===== config.mk =====
export PLATFORM = sky130hd
export DESIGN_NAME = integer_data_stack_alu_top
export DESIGN_NICKNAME = d
export VERILOG_FILES = /design/src/design/idsa_pkg.sv /design/src/design/integer_data_stack_alu_top.sv /design/src/design/idsa_stack_mem.sv /design/src/design/idsa_muldiv.sv
export SDC_FILE = /design/constraint.sdc
export NUM_CORES = 2
export LEC_CHECK = 0
export ABC_AREA = 1
export BUFFER_PORTS_ARGS = -buffer_cell sky130_fd_sc_hd__buf_2
export CAP_MARGIN = 20
export CORE_ASPECT_RATIO = 2
export CORE_UTILIZATION = 55
export DETAILED_ROUTE_END_ITERATION = 8
export MAX_ROUTING_LAYER = met4
export PLACE_DENSITY = 0.69
export SKIP_CTS_REPAIR_TIMING = 1
export SLEW_MARGIN = 20
export SYNTH_ARGS = -nofsm -noshare
export SYNTH_HDL_FRONTEND = slang
export SYNTH_HIERARCHICAL = 1
export SYNTH_SLANG_ARGS = --single-unit

===== constraint.sdc =====
create_clock -name clk -period 7.3 [get_ports clk]
set_input_delay 0.365 -clock clk [delete_from_list [all_inputs] [get_ports clk]]
set_output_delay 0.365 -clock clk [all_outputs]
set_load 0.01 [all_outputs]

===== src/design/idsa_pkg.sv =====
// ----------------------------------------------------------------------------
// idsa_pkg
// Shared types, op codes, status codes and defaults for the data stack ALU.
// ----------------------------------------------------------------------------
package idsa_pkg;

  localparam int DEF_STACK_DEPTH = 64;
  localparam int DEF_WORD_BITS   = 32;
  localparam int SCALE_SHIFT     = 2;   // scale_index multiplies the top by 4

  localparam int OP_BITS     = 5;
  localparam int STATUS_BITS = 2;
  localparam int TOP_BITS    = 32;

  localparam logic [OP_BITS-1:0] OP_PUSH  = 5'd0;
  localparam logic [OP_BITS-1:0] OP_ADD   = 5'd1;
  localparam logic [OP_BITS-1:0] OP_SUB   = 5'd2;
  localparam logic [OP_BITS-1:0] OP_MUL   = 5'd3;
  localparam logic [OP_BITS-1:0] OP_UDIV  = 5'd4;
  localparam logic [OP_BITS-1:0] OP_UMOD  = 5'd5;
  localparam logic [OP_BITS-1:0] OP_NEG   = 5'd6;
  localparam logic [OP_BITS-1:0] OP_OR    = 5'd7;
  localparam logic [OP_BITS-1:0] OP_AND   = 5'd8;
  localparam logic [OP_BITS-1:0] OP_NOT   = 5'd9;
  localparam logic [OP_BITS-1:0] OP_GT    = 5'd10;
  localparam logic [OP_BITS-1:0] OP_LT    = 5'd11;
  localparam logic [OP_BITS-1:0] OP_EQ    = 5'd12;
  localparam logic [OP_BITS-1:0] OP_ROT   = 5'd13;
  localparam logic [OP_BITS-1:0] OP_DUP   = 5'd14;
  localparam logic [OP_BITS-1:0] OP_SWAP  = 5'd15;
  localparam logic [OP_BITS-1:0] OP_DROP  = 5'd16;
  localparam logic [OP_BITS-1:0] OP_PICK  = 5'd17;
  localparam logic [OP_BITS-1:0] OP_SCALE = 5'd18;

  localparam logic [STATUS_BITS-1:0] ST_OK    = 2'd0;
  localparam logic [STATUS_BITS-1:0] ST_UNDER = 2'd1;
  localparam logic [STATUS_BITS-1:0] ST_OVER  = 2'd2;
  localparam logic [STATUS_BITS-1:0] ST_DIVZ  = 2'd3;

  typedef enum logic [4:0] {
    S_IDLE = 5'b00001,
    S_EXEC = 5'b00010,
    S_ROT  = 5'b00100,
    S_PICK = 5'b01000,
    S_MD   = 5'b10000
  } state_t;

  typedef struct packed {
    logic start;
    logic is_div;
  } md_req_t;

  // Number of stack words an op needs on the stack before it can run.
  function automatic logic [1:0] op_need(input logic [OP_BITS-1:0] op);
    logic [1:0] n;
    n = 2'd0;
    if (op inside {[OP_ADD:OP_UMOD], OP_OR, OP_AND, [OP_GT:OP_EQ], OP_SWAP, OP_PICK,
                   OP_SCALE}) begin
      n = 2'd2;
    end else if (op inside {OP_NEG, OP_NOT, OP_DUP, OP_DROP}) begin
      n = 2'd1;
    end else if (op == OP_ROT) begin
      n = 2'd3;
    end
    return n;
  endfunction

endpackage


===== src/design/integer_data_stack_alu_top.sv =====
// ----------------------------------------------------------------------------
// integer_data_stack_alu_top
// Data stack ALU: one stack-language operation per request.
// ----------------------------------------------------------------------------
// Each request carries an op and a literal and returns one result with the
// new top of stack, the depth and a status. The top word lives in a register;
// the words below it live in a synchronous memory with one write and one
// registered read port. Most ops accept and read the second word, then
// execute and commit; rot and pick add a state for a second memory read.
// mul, udiv and umod go through a shared bit-serial unit. A new request is
// accepted while the previous result waits on out_stall; the block then
// holds at commit until the output slot frees. Errors (underflow, overflow,
// divide by zero) leave the stack as it was, except that pick keeps its
// index popped when it is too deep.
// ----------------------------------------------------------------------------
module integer_data_stack_alu_top #(
  parameter int STACK_DEPTH = idsa_pkg::DEF_STACK_DEPTH,
  parameter int WORD_BITS   = idsa_pkg::DEF_WORD_BITS,
  parameter int CW          = $clog2(STACK_DEPTH + 1)
) (
  input  logic                            clk,
  input  logic                            rst,
  input  logic                            in_valid,
  output logic                            in_stall,
  input  logic [idsa_pkg::OP_BITS-1:0]    op,
  input  logic [31:0]                     literal,
  output logic                            out_valid,
  input  logic                            out_stall,
  output logic [idsa_pkg::TOP_BITS-1:0]   top_value,
  output logic [CW-1:0]                   stack_count,
  output logic [idsa_pkg::STATUS_BITS-1:0] status
);
  import idsa_pkg::*;

  localparam int AW = $clog2(STACK_DEPTH);
  localparam int W  = WORD_BITS;

  state_t               state, state_next;
  logic [OP_BITS-1:0]   op_q;
  logic [W-1:0]         lit_q;
  logic [CW-1:0]        sp, sp_next;
  logic [W-1:0]         top, top_next;
  logic [W-1:0]         a_hold, a_hold_next;

  logic                 accept;
  logic                 can_load;
  logic                 load;
  logic [STATUS_BITS-1:0] st;

  logic [CW-1:0]        sp_m1, sp_m2, sp_m3;
  logic [W-1:0]         a, b;
  logic                 under;

  logic                 wr_en, rd_en;
  logic [AW-1:0]        wr_addr, rd_addr;
  logic [W-1:0]         wr_data, rd_data;

  md_req_t              md_req;
  logic                 md_done;
  logic [W-1:0]         md_qp, md_rem;

  idsa_stack_mem #(
    .DEPTH     (STACK_DEPTH),
    .WORD_BITS (W),
    .AW        (AW)
  ) u_mem (
    .clk     (clk),
    .wr_en   (wr_en),
    .wr_addr (wr_addr),
    .wr_data (wr_data),
    .rd_en   (rd_en),
    .rd_addr (rd_addr),
    .rd_data (rd_data)
  );

  // operands are sampled by the unit on the start cycle, while the second
  // word still sits on the read port
  idsa_muldiv #(
    .WORD_BITS (W)
  ) u_md (
    .clk      (clk),
    .rst      (rst),
    .req      (md_req),
    .a        (a),
    .b        (top),
    .done     (md_done),
    .quo_prod (md_qp),
    .rem      (md_rem)
  );

  assign in_stall = (state != S_IDLE);
  assign accept   = in_valid && !in_stall;
  assign can_load = !out_valid || !out_stall;

  assign sp_m1 = sp - CW'(1);
  assign sp_m2 = sp - CW'(2);
  assign sp_m3 = sp - CW'(3);
  assign a     = rd_data;   // second word, read at accept
  assign b     = top;
  assign under = (op_q <= OP_SCALE) && (sp < CW'(op_need(op_q)));

  always_comb begin
    state_next   = state;
    sp_next      = sp;
    top_next     = top;
    a_hold_next  = a_hold;
    load         = 1'b0;
    st           = ST_OK;
    wr_en        = 1'b0;
    wr_addr      = '0;
    wr_data      = top;
    rd_en        = 1'b0;
    rd_addr      = '0;
    md_req       = '0;

    case (state)
      S_IDLE: begin
        if (accept) begin
          // fetch the second word for whatever op comes next
          rd_en      = 1'b1;
          rd_addr    = sp_m2[AW-1:0];
          state_next = S_EXEC;
        end
      end

      S_EXEC: begin
        if (can_load) begin
          if (under) begin
            st   = ST_UNDER;
            load = 1'b1;
          end else begin
            case (op_q)
              OP_PUSH, OP_DUP: begin
                if (sp == CW'(STACK_DEPTH)) begin
                  st = ST_OVER;
                end else begin
                  // spill the old top below the new one
                  wr_en    = (sp != '0);
                  wr_addr  = sp_m1[AW-1:0];
                  top_next = (op_q == OP_PUSH) ? lit_q : top;
                  sp_next  = sp + CW'(1);
                end
                load = 1'b1;
              end
              OP_ADD:   begin top_next = a + b;  sp_next = sp_m1; load = 1'b1; end
              OP_SUB:   begin top_next = a - b;  sp_next = sp_m1; load = 1'b1; end
              OP_OR:    begin top_next = a | b;  sp_next = sp_m1; load = 1'b1; end
              OP_AND:   begin top_next = a & b;  sp_next = sp_m1; load = 1'b1; end
              OP_GT: begin
                top_next = W'($signed(a) > $signed(b));
                sp_next  = sp_m1;
                load     = 1'b1;
              end
              OP_LT: begin
                top_next = W'($signed(a) < $signed(b));
                sp_next  = sp_m1;
                load     = 1'b1;
              end
              OP_EQ:    begin top_next = W'(a == b); sp_next = sp_m1; load = 1'b1; end
              OP_SCALE: begin
                top_next = a + (b << SCALE_SHIFT);
                sp_next  = sp_m1;
                load     = 1'b1;
              end
              OP_NEG:   begin top_next = '0 - b;        load = 1'b1; end
              OP_NOT:   begin top_next = W'(b == '0);   load = 1'b1; end
              OP_MUL, OP_UDIV, OP_UMOD: begin
                if (op_q != OP_MUL && b == '0) begin
                  st   = ST_DIVZ;
                  load = 1'b1;
                end else begin
                  md_req.start  = 1'b1;
                  md_req.is_div = (op_q != OP_MUL);
                  state_next    = S_MD;
                end
              end
              OP_ROT: begin
                // second slot takes the old top, then fetch the third word
                wr_en       = 1'b1;
                wr_addr     = sp_m2[AW-1:0];
                rd_en       = 1'b1;
                rd_addr     = sp_m3[AW-1:0];
                a_hold_next = a;
                state_next  = S_ROT;
              end
              OP_SWAP: begin
                wr_en    = 1'b1;
                wr_addr  = sp_m2[AW-1:0];
                top_next = a;
                load     = 1'b1;
              end
              OP_DROP: begin
                top_next = a;
                sp_next  = sp_m1;
                load     = 1'b1;
              end
              OP_PICK: begin
                if (b >= W'(sp_m1)) begin
                  // index stays consumed
                  st       = ST_UNDER;
                  top_next = a;
                  sp_next  = sp_m1;
                  load     = 1'b1;
                end else begin
                  rd_en      = 1'b1;
                  rd_addr    = sp_m2[AW-1:0] - b[AW-1:0];
                  state_next = S_PICK;
                end
              end
              default: begin
                load = 1'b1;
              end
            endcase
          end
        end
      end

      S_ROT: begin
        if (can_load) begin
          wr_en    = 1'b1;
          wr_addr  = sp_m3[AW-1:0];
          wr_data  = a_hold;
          top_next = rd_data;
          load     = 1'b1;
        end
      end

      S_PICK: begin
        if (can_load) begin
          top_next = rd_data;
          load     = 1'b1;
        end
      end

      S_MD: begin
        if (md_done && can_load) begin
          top_next = (op_q == OP_UMOD) ? md_rem : md_qp;
          sp_next  = sp_m1;
          load     = 1'b1;
        end
      end

      default: begin
        state_next = S_IDLE;
      end
    endcase

    if (load) begin
      state_next = S_IDLE;
    end
  end

  always_ff @(posedge clk) begin
    if (rst) begin
      state     <= S_IDLE;
      sp        <= '0;
      out_valid <= 1'b0;
    end else begin
      state <= state_next;
      sp    <= sp_next;
      if (load) begin
        out_valid <= 1'b1;
      end else if (!out_stall) begin
        out_valid <= 1'b0;
      end
    end
  end

  // payload registers
  always_ff @(posedge clk) begin
    top    <= top_next;
    a_hold <= a_hold_next;
    if (accept) begin
      op_q  <= op;
      lit_q <= W'(literal);
    end
    if (load) begin
      top_value   <= (sp_next == '0) ? '0 : TOP_BITS'(top_next);
      stack_count <= sp_next;
      status      <= st;
    end
  end

`ifndef NO_ASSERTIONS
  a_sp_bound: assert property (@(posedge clk) disable iff (rst)
    sp <= CW'(STACK_DEPTH))
    else $error("stack pointer beyond depth");

  a_accept_exec: assert property (@(posedge clk) disable iff (rst)
    accept |=> state == S_EXEC)
    else $error("accepted request did not reach execute");

  a_sp_hold: assert property (@(posedge clk) disable iff (rst)
    !load |=> $stable(sp))
    else $error("stack pointer moved without a commit");

  a_divz_op: assert property (@(posedge clk) disable iff (rst)
    (load && st == ST_DIVZ) |-> (op_q == OP_UDIV || op_q == OP_UMOD))
    else $error("divide by zero on a non-divide op");

  a_md_commit: assert property (@(posedge clk) disable iff (rst)
    (state == S_MD && load) |-> md_done)
    else $error("commit before multiply/divide finished");
`endif

endmodule


===== src/design/idsa_stack_mem.sv =====
// ----------------------------------------------------------------------------
// idsa_stack_mem
// Stack word storage: one write port, one read port with registered data.
// ----------------------------------------------------------------------------
module idsa_stack_mem #(
  parameter int DEPTH     = 64,
  parameter int WORD_BITS = 32,
  parameter int AW        = $clog2(DEPTH)
) (
  input  logic                 clk,
  input  logic                 wr_en,
  input  logic [AW-1:0]        wr_addr,
  input  logic [WORD_BITS-1:0] wr_data,
  input  logic                 rd_en,
  input  logic [AW-1:0]        rd_addr,
  output logic [WORD_BITS-1:0] rd_data
);

  logic [WORD_BITS-1:0] mem [DEPTH];

  always_ff @(posedge clk) begin
    if (wr_en) begin
      mem[wr_addr] <= wr_data;
    end
  end

  // hold read data until the next read
  always_ff @(posedge clk) begin
    if (rd_en) begin
      rd_data <= mem[rd_addr];
    end
  end

endmodule


===== src/design/idsa_muldiv.sv =====
// ----------------------------------------------------------------------------
// idsa_muldiv
// Shared bit-serial unit: shift-add multiply and restoring unsigned divide.
// ----------------------------------------------------------------------------
module idsa_muldiv #(
  parameter int WORD_BITS = 32
) (
  input  logic                 clk,
  input  logic                 rst,
  input  idsa_pkg::md_req_t    req,
  input  logic [WORD_BITS-1:0] a,
  input  logic [WORD_BITS-1:0] b,
  output logic                 done,
  output logic [WORD_BITS-1:0] quo_prod,
  output logic [WORD_BITS-1:0] rem
);
  import idsa_pkg::*;

  localparam int CNTW = $clog2(WORD_BITS + 1);

  logic [WORD_BITS-1:0] x;
  logic [WORD_BITS-1:0] acc;
  logic [WORD_BITS-1:0] divisor;
  logic                 is_div;
  logic                 running;
  logic [CNTW-1:0]      cnt;

  logic [WORD_BITS:0]   shifted;
  logic                 fits;
  logic [WORD_BITS:0]   diff;

  always_comb begin
    shifted = {acc, x[WORD_BITS-1]};
    fits    = (shifted >= {1'b0, divisor});
    diff    = shifted - {1'b0, divisor};
  end

  always_ff @(posedge clk) begin
    if (rst) begin
      running <= 1'b0;
      done    <= 1'b0;
      cnt     <= '0;
    end else if (req.start) begin
      running <= 1'b1;
      done    <= 1'b0;
      cnt     <= CNTW'(WORD_BITS);
    end else if (running) begin
      cnt <= cnt - CNTW'(1);
      if (cnt == CNTW'(1)) begin
        running <= 1'b0;
        done    <= 1'b1;
      end
    end
  end

  always_ff @(posedge clk) begin
    if (req.start) begin
      x       <= a;
      acc     <= '0;
      divisor <= b;
      is_div  <= req.is_div;
    end else if (running) begin
      if (is_div) begin
        acc <= fits ? diff[WORD_BITS-1:0] : shifted[WORD_BITS-1:0];
        x   <= {x[WORD_BITS-2:0], fits};
      end else begin
        acc <= (acc << 1) + (x[WORD_BITS-1] ? divisor : '0);
        x   <= x << 1;
      end
    end
  end

  assign quo_prod = is_div ? x : acc;
  assign rem      = acc;

endmodule


==> flow_metrics.env <==
export IMPL_p_leak_nw=46.98
export IMPL_final_cell_mix="3780 x nand2_1, 2255 x edfxtp_1, 2247 x nand3_1, 632 x inv_1, 462 x nor2_1"
export IMPL_clk_path_buf_depth=4
export IMPL_worst_pin_slew_ns=1.493
export IMPL_ir_worst_vdd_uv=303.6
export IMPL_dp_cells=13790
export IMPL_path_clk_slew_ns=0.07
export IMPL_numPortBuffers=83
export IMPL_crit_path_end="u_mem/rd_data[19]"
export IMPL_synth_simple_area_share_pct=25.98
export IMPL_outcome="complete, but fails checks"
export IMPL_ys_async_sr_fraction_pct=0
export IMPL_arrival_ns=7.60
export IMPL_via_per_inst=6.363
export IMPL_fillCellCount=16280
export IMPL_critPathLaunch="op_q[3]"
export IMPL_ys_warn_count=6
export IMPL_area_growth_pct=9.954
export IMPL_synth_yosys_seq_area_share_pct=62.48
export IMPL_crit_reg2reg_launch="op_q[3]"
export IMPL_drt_total_wl_um=438300
export IMPL_path_max_fanout=147
export IMPL_syn_num_nets=11680
export IMPL_min_path_type="in -> reg"
export IMPL_r2r_setup_slack_ns=0.35
export IMPL_track_usage_pct=43.94
export IMPL_p_per_area_nw_per_um2=333.7
export IMPL_gp_congestion=1.076
export IMPL_critPathCaptureType="flip-flop"
export IMPL_numCtsBuffers=197
export IMPL_post_synth_num_cell_types=54
export IMPL_ys_seq_elements=2340
export IMPL_final_cell_count_no_fill=14220
export IMPL_avgRoutedWirePerCell_um=30.83
export IMPL_final_setup_viol_count=0
export IMPL_clk_latency_ns=0.90
export IMPL_min_period_over_period_pct=95.19
export IMPL_fin_crit_ns=6.949
export IMPL_synth_area_mux_share_pct=0
export IMPL_maxCapViolCount=0
export IMPL_antenna_found_initial=36
export IMPL_rsz0062_at_grt="no"
export IMPL_grt_overflow=0
export IMPL_synthesis_area_sq_um=111100
export IMPL_finalMaxSlewViolations=0
export IMPL_fp_coreArea_sq_um=201200
export IMPL_synth_xor_area_share_pct=0.4099
export IMPL_crit_type="reg -> reg"
export IMPL_drcViolationCount=1
export IMPL_final_nets=11700
export IMPL_cts_tree="built"
export IMPL_grt_max_degree=229
export IMPL_ant_nets=0
export IMPL_synthFlopType="edfxtp_1"
export IMPL_synth_fa_ha_area_share_pct=2.496
export IMPL_start_util_pct=55.23
export IMPL_cp_required_ns=7.95
export IMPL_fin_area_sq_um=122200
export IMPL_start_kind="flip-flop"
export IMPL_dp_hpwl_um=285000
export IMPL_slew_limit_headroom_pct=0.4823
export IMPL_final_common_cell="nand2_1"
export IMPL_synth_compound_gate_area_share_pct=3.728
export IMPL_synthCells=11420
export IMPL_max_freq_ghz=0.1439
export IMPL_grt_pass1_vias=86560
export IMPL_dr_pass1_iters=9
export IMPL_skew_ns=0.09600
export IMPL_cts_root_buf="clkbuf_16"
export IMPL_drive_gt1_share_pct=7.179
export IMPL_dieArea_sq_um=203900
export IMPL_failed_checks="DRC"
export IMPL_final_hold_viol_count=0
export IMPL_row_count=233
export IMPL_syn_area_per_cell_sq_um=9.732
export IMPL_synth_edff_count=2255
export IMPL_fin_tns_setup_ns=0
export IMPL_die_y_um=637.6
export IMPL_die_w_um=319.8
export IMPL_final_core_util_pct=60.73
export IMPL_pin_count=84
export IMPL_grt_pass1_wl_um=612900
export IMPL_placedInstanceArea_sq_um=115500
export IMPL_drt_iter0_drc=12110
export IMPL_reg2reg_to="u_mem/rd_data[19]"
export IMPL_routed_via_count=90460
export IMPL_h_tree_depth=4
export IMPL_clock_sinks=2340
export IMPL_ff2ff_path_depth=24
export IMPL_synth_top_family_by_area="simple AND/OR/NAND/NOR gates"
where the power goes:
| group | total, mW | internal [mW] | switching (mW) |
|---|---|---|---|
| combinational | 13.1 | 2.72 | 10.4 |
| clock | 10.4 | 5.55 | 4.87 |
| sequential | 17.2 | 16.7 | 0.485 |
| total | 40.8 | 25.0 | 15.8 |
cell usage after synthesis, types with 8 or more instances:
cell      instances  area, sq um
inv_2             8        30.03
nand4_1          65        406.6
clkinv_1         26        97.59
buf_6            23        259.0
a211oi_1         10        75.07
nand3_1        2249        11260
clkbuf_1        196        735.7
nor3_1           94        470.5
buf_2           269         1346
o21ai_0         290         1451
a221oi_1         28        245.2
edfxtp_1       2255        67710
inv_1           639         2399
a21oi_1         250         1251
xor2_1           40        350.3
nor2_1          528         1982
nor2_2           12        75.07
o22ai_1          56        350.3
nand3b_1         16        120.1
nand2_1        3781        14190
xnor2_1          12        105.1
o21bai_1         24        180.2
o211ai_1         21        157.7
ha_1            212         2653
buf_4            43        322.8
o21ai_1          20        100.1
buf_1            65        244.0
o21a_1            8        60.06
nor4_1           10        62.56
dfxtp_1          85         1702
nand2_2          10        62.56
state kept, by name, summed over array words and instances, names as in the netlist, 32 cells and up:
name,flops
a_hold,32
u_md/x,32
u_md/rem,32
lit_q,32
u_mem/rd_data,32
top_value,32
u_mem/mem,2048
b,32
u_md/divisor,32
critical path: stages (launching register included):
cell and delay, ns:
edfxtp_1 0.49, nor2_2 0.40, nand2_1 0.19, inv_1 0.11, nand2_1 0.25, nand2_1 0.23
nor4_1 0.08, ha_1 0.19, nor4_1 0.31, nand2_2 0.16, nand2_1 0.17, nor2_1 0.16
nand3_1 0.15, o211ai_1 0.15, buf_12 0.25, inv_16 0.30, buf_4 0.79, nand2_1 0.13
nand3_1 0.12, nand3_1 0.07, nand3_1 0.25, nand3_1 0.11, nand2_1 0.36, nand2_1 0.55
nand2_1 0.23
how the worst min path moves through the flow:
| stage | start | end | slack [ns] | depth (start not counted) |
|---|---|---|---|---|
| CTS | literal[15] | lit_q[15] | -0.35 | 1 |
| floorplan | u_md/done | u_md/done | 0.44 | 2 |
| finish | literal[25] | lit_q[25] | 0.20 | 2 |
| global route | literal[25] | lit_q[25] | 0.21 | 2 |
| detailed placement | u_md/done | u_md/done | 0.47 | 2 |
| global placement | u_md/done | u_md/done | 0.48 | 2 |
per-stage QoR:
stage               power [mW]  hold WS [ns]  setup slack [ns]
detailed placement       29.86        0.4749            0.9789
floorplan                23.62        0.4367             1.569
finish                   40.76        0.2005            0.3509
CTS                      40.05       -0.3462            0.9163
global placement         29.82        0.4754             1.022
global route             41.51        0.2138            0.2807
cell type report:
cell class	count	area [sq um]	share of cell area [%]
inverter	675	2574	2.107
antenna	41	102.6	0.08399
clock buffer	237	5111	4.184
multi-input combinational	7805	37210	30.46
tap	2585	3234	2.648
sequential	2340	69420	56.83
timing repair buffer	426	3471	2.841
clock inverter	107	1033	0.8460
cells by family after synthesis:
family	Yosys count
XOR/XNOR	52
AO/OA/AOI/OAI	742
flip-flops	2340
adder cells (fa/ha/maj)	218
buffers and inverters	1271
AND/OR/NAND/NOR	6793
metal layers:
metal,track usage (%),part of all wire (%),vias up
li1,-,-,39290
met1,44.03,30,42920
met2,70.96,48,6316
met3,8.424,9.7,1942
met4,43.08,12,0
met5,-,0,-
Note: power is estimated with default switching activity, not from simulation.
